### src/rtl/core/ledfx_pkg.sv
// Shared types and constants for the LED effect generator.
package ledfx_pkg;

    // Effect codes, same encoding on the input and output channels.
    typedef enum logic [2:0] {
        EFF_OFF   = 3'd0,
        EFF_ON    = 3'd1,
        EFF_PULSE = 3'd2,
        EFF_FADE  = 3'd3,
        EFF_FIXED = 3'd4
    } t_effect;

    // Configuration register indexes.
    typedef enum logic [1:0] {
        CFG_SWITCH_DELAY = 2'd0,
        CFG_FLASH_ON     = 2'd1,
        CFG_FLASH_OFF    = 2'd2,
        CFG_UNUSED       = 2'd3
    } t_cfg_index;

    localparam int unsigned CFG_DATA_W = 16;
    localparam int unsigned CDOWN_W    = 32;

    localparam logic [6:0]         LEVEL_FULL  = 7'd127;
    localparam logic [6:0]         LEVEL_ZERO  = 7'd0;
    localparam logic [CDOWN_W-1:0] FADE_PERIOD = 32'd2000;
    localparam logic [CDOWN_W-1:0] FADE_HALF   = 32'd1000;
    localparam logic [CDOWN_W-1:0] CDOWN_MIN   = 32'h8000_0000;

    localparam logic [CFG_DATA_W-1:0] RST_SWITCH_DELAY = 16'd2000;
    localparam logic [CFG_DATA_W-1:0] RST_FLASH_ON     = 16'd50;
    localparam logic [CFG_DATA_W-1:0] RST_FLASH_OFF    = 16'd5000;

    // Input beat.
    typedef struct packed {
        logic [15:0] elapsed_ms;
        logic [2:0]  requested_effect;
    } t_fx_in;

    // Output beat.
    typedef struct packed {
        logic [6:0] led_level;
        logic [2:0] active_effect_out;
    } t_fx_out;

    // Channel state carried from one beat to the next.
    typedef struct packed {
        t_effect             effect;
        logic [CDOWN_W-1:0]  countdown;
        logic [6:0]          level;
    } t_fx_state;

    // Configuration register contents.
    typedef struct packed {
        logic [CFG_DATA_W-1:0] switch_delay_ms;
        logic [CFG_DATA_W-1:0] flash_on_ms;
        logic [CFG_DATA_W-1:0] flash_off_ms;
    } t_fx_cfg;

endpackage

### src/rtl/core/led_effect_generator.sv
// Top level of the LED effect generator: beat registers, state and configuration.
// One LED channel effect engine. Each input beat carries the elapsed milliseconds and the
// requested effect; each one yields exactly one output beat with the LED level and the effect
// in force. A beat passes through the input register, then the result register, and the block
// takes one beat per clock while downstream does not stall, since the whole state update is one
// subtract, one compare and a mux between the input register and the result/state registers.
// Configuration writes are always ready and should be issued only while no beat is in flight.
module led_effect_generator (
    input  logic                  i_clk,
    input  logic                  i_rst_n,
    // Input channel.
    input  logic                  i_valid,
    output logic                  o_stall,
    input  ledfx_pkg::t_fx_in     i_data,
    // Output channel.
    output logic                  o_valid,
    input  logic                  i_stall,
    output ledfx_pkg::t_fx_out    o_data,
    // Configuration write channel.
    input  logic                  i_cfg_valid,
    output logic                  o_cfg_ready,
    input  logic [1:0]            i_cfg_index,
    input  logic [15:0]           i_cfg_data
);

    logic                 r_in_valid;
    ledfx_pkg::t_fx_in    r_in_data;
    logic                 r_out_valid;
    ledfx_pkg::t_fx_out   r_out_data;
    ledfx_pkg::t_fx_state r_state;
    ledfx_pkg::t_fx_state n_state;
    ledfx_pkg::t_fx_cfg   r_cfg;
    logic                 out_free;
    logic                 advance;
    logic                 in_take;

    // Handshake control: the result register frees whenever downstream takes its beat.
    assign out_free    = !r_out_valid || !i_stall;
    assign advance     = r_in_valid && out_free;
    assign o_stall     = r_in_valid && !out_free;
    assign in_take     = i_valid && !o_stall;
    assign o_cfg_ready = 1'b1;
    assign o_valid     = r_out_valid;
    assign o_data      = r_out_data;

    // Input register.
    always_ff @(posedge i_clk) begin
        if (!i_rst_n) begin
            r_in_valid <= 1'b0;
        end else if (in_take) begin
            r_in_valid <= 1'b1;
        end else if (advance) begin
            r_in_valid <= 1'b0;
        end
    end

    always_ff @(posedge i_clk) begin
        if (in_take) begin
            r_in_data <= i_data;
        end
    end

    ledfx_step u_step (
        .i_state (r_state),
        .i_beat  (r_in_data),
        .i_cfg   (r_cfg),
        .o_state (n_state)
    );

    // State and result registers update together when a beat moves forward.
    always_ff @(posedge i_clk) begin
        if (!i_rst_n) begin
            r_out_valid       <= 1'b0;
            r_state.effect    <= ledfx_pkg::EFF_OFF;
            r_state.countdown <= '0;
            r_state.level     <= ledfx_pkg::LEVEL_ZERO;
        end else if (advance) begin
            r_out_valid <= 1'b1;
            r_state     <= n_state;
        end else if (!i_stall) begin
            r_out_valid <= 1'b0;
        end
    end

    always_ff @(posedge i_clk) begin
        if (advance) begin
            r_out_data.led_level         <= n_state.level;
            r_out_data.active_effect_out <= 3'(n_state.effect);
        end
    end

    // Configuration registers.
    always_ff @(posedge i_clk) begin
        if (!i_rst_n) begin
            r_cfg.switch_delay_ms <= ledfx_pkg::RST_SWITCH_DELAY;
            r_cfg.flash_on_ms     <= ledfx_pkg::RST_FLASH_ON;
            r_cfg.flash_off_ms    <= ledfx_pkg::RST_FLASH_OFF;
        end else if (i_cfg_valid && o_cfg_ready) begin
            unique case (ledfx_pkg::t_cfg_index'(i_cfg_index))
                ledfx_pkg::CFG_SWITCH_DELAY: r_cfg.switch_delay_ms <= i_cfg_data;
                ledfx_pkg::CFG_FLASH_ON:     r_cfg.flash_on_ms     <= i_cfg_data;
                ledfx_pkg::CFG_FLASH_OFF:    r_cfg.flash_off_ms    <= i_cfg_data;
                default: begin
                    // Writes beyond the register list are dropped.
                end
            endcase
        end
    end

endmodule

### src/rtl/core/ledfx_step.sv
// Next-state logic for one beat of the effect engine.
module ledfx_step (
    input  ledfx_pkg::t_fx_state i_state,
    input  ledfx_pkg::t_fx_in    i_beat,
    input  ledfx_pkg::t_fx_cfg   i_cfg,
    output ledfx_pkg::t_fx_state o_state
);

    logic [ledfx_pkg::CDOWN_W:0]   diff_ext;
    logic [ledfx_pkg::CDOWN_W-1:0] cdown_dec;
    logic [ledfx_pkg::CDOWN_W-1:0] fade_off;
    logic [6:0]                    fade_lvl;
    ledfx_pkg::t_effect            req;

    // Codes above fixed count as a repeat of the active effect.
    always_comb begin
        if (i_beat.requested_effect > 3'(ledfx_pkg::EFF_FIXED)) begin
            req = i_state.effect;
        end else begin
            req = ledfx_pkg::t_effect'(i_beat.requested_effect);
        end
    end

    // Countdown drops by the elapsed time, saturating at the most negative value.
    always_comb begin
        diff_ext = {i_state.countdown[ledfx_pkg::CDOWN_W-1], i_state.countdown}
                 - {17'd0, i_beat.elapsed_ms};
        if (diff_ext[ledfx_pkg::CDOWN_W] != diff_ext[ledfx_pkg::CDOWN_W-1]) begin
            cdown_dec = ledfx_pkg::CDOWN_MIN;
        end else begin
            cdown_dec = diff_ext[ledfx_pkg::CDOWN_W-1:0];
        end
    end

    // Triangle level for a non-negative countdown.
    always_comb begin
        fade_off = cdown_dec - ledfx_pkg::FADE_HALF;
        if (cdown_dec < ledfx_pkg::FADE_HALF) begin
            fade_lvl = cdown_dec[9:3];
        end else if (fade_off[ledfx_pkg::CDOWN_W-1:10] != '0) begin
            fade_lvl = ledfx_pkg::LEVEL_ZERO;
        end else begin
            fade_lvl = ledfx_pkg::LEVEL_FULL - fade_off[9:3];
        end
    end

    // Effect selection and per-effect update.
    always_comb begin
        o_state           = i_state;
        o_state.countdown = cdown_dec;
        if (req != i_state.effect) begin
            o_state.effect    = req;
            o_state.countdown = {16'd0, i_cfg.switch_delay_ms};
        end else begin
            unique case (i_state.effect)
                ledfx_pkg::EFF_OFF: begin
                    o_state.level = ledfx_pkg::LEVEL_ZERO;
                end
                ledfx_pkg::EFF_ON: begin
                    o_state.level = ledfx_pkg::LEVEL_FULL;
                end
                ledfx_pkg::EFF_PULSE: begin
                    if (cdown_dec[ledfx_pkg::CDOWN_W-1]) begin
                        if (i_state.level == ledfx_pkg::LEVEL_ZERO) begin
                            o_state.countdown = {16'd0, i_cfg.flash_on_ms};
                            o_state.level     = ledfx_pkg::LEVEL_FULL;
                        end else begin
                            o_state.countdown = {16'd0, i_cfg.flash_off_ms};
                            o_state.level     = ledfx_pkg::LEVEL_ZERO;
                        end
                    end
                end
                ledfx_pkg::EFF_FADE: begin
                    if (cdown_dec[ledfx_pkg::CDOWN_W-1]) begin
                        o_state.countdown = ledfx_pkg::FADE_PERIOD;
                    end else begin
                        o_state.level = fade_lvl;
                    end
                end
                default: begin
                    // Fixed keeps its level.
                end
            endcase
        end
    end

endmodule

### config.mk
export PLATFORM = sky130hd
export DESIGN_NAME = led_effect_generator
export DESIGN_NICKNAME = d
export VERILOG_FILES = /design/src/rtl/core/ledfx_pkg.sv /design/src/rtl/core/led_effect_generator.sv /design/src/rtl/core/ledfx_step.sv
export SDC_FILE = /design/constraint.sdc
export NUM_CORES = 1
export LEC_CHECK = 0
export ABC_AREA = 1
export BUFFER_PORTS_ARGS = -buffer_cell sky130_fd_sc_hd__buf_2
export CAP_MARGIN = 20
export CORE_MARGIN = 10
export CORE_UTILIZATION = 56
export CTS_CLUSTER_DIAMETER = 150
export CTS_CLUSTER_SIZE = 10
export DETAILED_ROUTE_END_ITERATION = 7
export PLACE_DENSITY = 0.86
export SLEW_MARGIN = 30
export SYNTH_ARGS = -nofsm -noshare
export SYNTH_HDL_FRONTEND = slang
export SYNTH_SLANG_ARGS = --single-unit
### constraint.sdc
create_clock -name i_clk -period 3.95 [get_ports i_clk]
set_clock_uncertainty 0.2 [all_clocks]
set_input_delay 0.79 -clock i_clk [delete_from_list [all_inputs] [get_ports i_clk]]
set_output_delay 0.79 -clock i_clk [all_outputs]
set_load 0.02 [all_outputs]
==> impl_metrics.yaml <==
timing:
  setup_violations: 14
  slew_headroom: 0.386
  worstMarginPinSlew_ns: 0.920
  finalMaxSlewViolations: 0
  period_needed_ns: 4.76
  setup_ws_ns: -0.806
  max_freq_mhz: 210
  fin_crit_sh: 1.20
  hold_viol: 0
  rsz0062_at_grt: "yes"
grt:
  grt_pass1_wl_um: 48300
  grtUsageTotal: 0.297
  grt_max_degree: 61
  antenna_found_initial: 1
  grt_pass1_vias: 9618
  gr-total-overflow: 0
final_layout:
  drive_above_1_share: 0.294
  antenna_cells: 0
  multiInputGateArea_mm2: 0.00498
  final_nets: 1582
  area_delta_synth_final_pct: 35.6
  fillCellCount: 923
  regArea_mm2: 0.00272
  postLayoutCoreUtil: 0.768
run_status:
  status: "complete, but fails checks"
  violations: "design-rule violations, negative setup slack"
job:
  max_cap_violations: 0
detailed_routing:
  initialDrtViolationCount: 2021
  post_drt_via_cell_ratio: 6.23
  ant_nets: 0
  wl_per_cell_um: 20.3
  dr.pass1.iters: 8
  routed_wirelength_um: 34800
  num_vias: 10700
  drcViolationCount: 50
clock_tree:
  hold_buffers: 0
  root_buffer: "clkbuf_16"
  clk_pin_slew_ns: 0.07
  cts_htree_levels: 4
  clk_latency_ns: 0.44
  cts_buffer_depth: 2
  clock-sinks: 121
  tritoncts: "built"
  cts_buffers: 17
power_and_ir_drop:
  swShare: 0.479
  ir_drop_mv: 0.636
  internal_power_w: 0.00456
  power.share.clock: 0.182
  p_switching_w: 0.00420
  combPwrFrac: 0.656
  p_per_area_mw_per_mm2: 791
  p_seq_frac: 0.162
  leakage_nw: 5.48
yosys:
  synth_ff_type: "dfxtp_1"
  syn_inst: 1285
  avgSynthCellArea_um2: 6.36
  synth_top_area_share: 0.226
  yosys_warnings: 0
  synth_area_mm2: 0.00817
  synth_top_area_cell: "dfxtp_1"
  synth-edff-count: 29
  yosysSeqAreaShare: 0.332
  async_flop_share: 0
  synthTopCellsByArea: "dfxtp_1 (23%), nand2_1 (17%), edfxtp_1 (11%)"
  synth-seq-cells: 121
  synth.distinct_cells: 45
  syn_nets: 1346
floorplanning:
  ios: 55
  die_w_um: 141
  start_util: 0.566
  die_area_mm2: 0.0198
  rows: 44
  core_area_mm2: 0.0144
  die_h_um: 141
placement:
  dp_hpwl_um: 19800
  gp_congestion: 1.01
  portBuffers: 53
  dp_slack_ns: -0.546
worst_setup_path:
  crit_path_start_kind: "register"
  slowest_delay_ns: 0.40
  worst_setup_path_end_kind: "register"
  critical_path_arrival_ns: 4.86
  crit_type: "reg -> reg"
  cp_data_required_time_ns: 4.05
  cp_max_fo: 6
  slowest_stage: "edfxtp_1"
  cpMostUsedCell: "nand2_1"
min_path:
  hold_path.class: "reg -> reg"
## cells by family (layout without fill, tap and decap cells)
group | Yosys count | after routing | share of synthesized area
fa+ha+maj | 19 | 19 | 0.0300
flops | 121 | 121 | 0.332
xor+xnor | 9 | 9 | 0.00965
simple gates | 698 | 698 | 0.383
buf+inv | 235 | 484 | 0.109
compound gates | 202 | 202 | 0.135
other cells | 1 | 1 | 0.000459
## worst max-delay path: cells and delay by family, from the launching register on
family	cells	cell delay, ns
xor gates and xnor gates	1	0.16
and+or+nand+nor	27	2.91
adders and majority gates	2	0.48
DFF	1	0.40
buffers and inverters	5	0.43
## final cells by class
| type | count | area share |
|---|---|---|
| repair inverters | 1 | 0.000565 |
| multi-input cells | 929 | 0.450 |
| clock buffers | 17 | 0.0384 |
| well taps | 184 | 0.0208 |
| inverters | 199 | 0.0684 |
| repair buffers | 252 | 0.163 |
| clock inverters | 15 | 0.0134 |
| flip-flops and latches | 121 | 0.246 |
## cells in the final DEF (no fill, tap or decap), types with 29 or more instances in the layout
cell type	n
nand2_2	32
nand2_1	353
o21ai_0	67
edfxtp_1	29
buf_4	194
inv_1	161
buf_2	53
nand3_1	82
a21oi_1	92
nor2_1	132
dfxtp_1	86
inv_2	29
## synth_stat cells, types with 2 or more instances
cell / instances
nand2_1: 371
inv_1: 177
nor2_1: 143
a21oi_1: 94
dfxtp_1: 92
nand3_1: 88
o21ai_0: 68
edfxtp_1: 29
clkbuf_1: 28
nand2_2: 20
ha_1: 18
nand3_2: 17
inv_2: 16
nor2_2: 14
nand4_1: 13
o211ai_1: 9
nor2_4: 8
a21oi_2: 7
a31oi_1: 7
nor3_1: 7
xor2_1: 7
clkinv_1: 6
buf_2: 5
o21ai_1: 5
a211oi_1: 4
and2_1: 4
nand2_4: 4
nand3b_1: 4
buf_1: 2
o21bai_1: 2
xnor2_1: 2
## flip-flops by register name, summed over array words and instances, names as in the netlist
name	count
o_valid	1
o_data	10
r_in_valid	1
r_in_data	19
r_state	42
r_cfg	48
## worst paths after layout
check / cells past startpoint / slack, ns / endpoint / start
min: 2 / 0.26 / r_cfg[19]$_SDFFE_PN0P_ / r_cfg[19]$_SDFFE_PN0P_
max: 35 / -0.81 / o_data[8]$_DFFE_PP_ / r_in_data[15]$_DFFE_PP_
max reg2reg: 35 / -0.81 / o_data[8]$_DFFE_PP_ / r_in_data[15]$_DFFE_PP_
min reg2reg: 2 / 0.26 / r_cfg[19]$_SDFFE_PN0P_ / r_cfg[19]$_SDFFE_PN0P_
## layer usage
layer / vias to the layer above / GRT usage / share of wire
met3: 337 / 0.0769 / 0.14
met2: 1038 / 0.474 / 0.42
met5: - / 0 / 0.00029
met1: 4758 / 0.347 / 0.35
met4: 2 / 0.191 / 0.091
li1: 4566 / - / -
## stage by stage
| step | setup TNS, ns | hold WS [ns] | area, µm² | total power [W] | std cells |
|---|---|---|---|---|---|
| after floorplan | -0.913 | 0.224 | 8210 | 0.00402 | 1285 |
| after global placement | -4.95 | 0.236 | 9870 | 0.00600 | 1657 |
| after detailed placement | -7.37 | 0.239 | 9870 | 0.00606 | 1657 |
| after CTS | -4.31 | 0.255 | 10800 | 0.00786 | 1709 |
| after global routing | -13.45 | 0.271 | 11100 | 0.00907 | 1718 |
| final | -10.07 | 0.256 | 11100 | 0.00876 | 1718 |
## timing repair
action | in CTS | in global routing
resized for setup | 43 | 51
endpoints found under the setup margin | 14 | 14
gates cloned | 1 | 1
setup buffers | 19 | 8
hold endpoints to repair | 0 | 0
pin swaps | 27 | 32
## power groups by stage
| stage | Sequential [W] | Clock (W) | Combinational, W |
|---|---|---|---|
| after global placement | 0.00142 | 0 | 0.00459 |
| after CTS | 0.00140 | 0.00155 | 0.00490 |
| after detailed placement | 0.00142 | 0 | 0.00464 |
| after floorplan | 0.00142 | 0 | 0.00260 |
| final | 0.00142 | 0.00159 | 0.00575 |
| after global routing | 0.00142 | 0.00163 | 0.00603 |
Power figures use the tool's default switching activity.
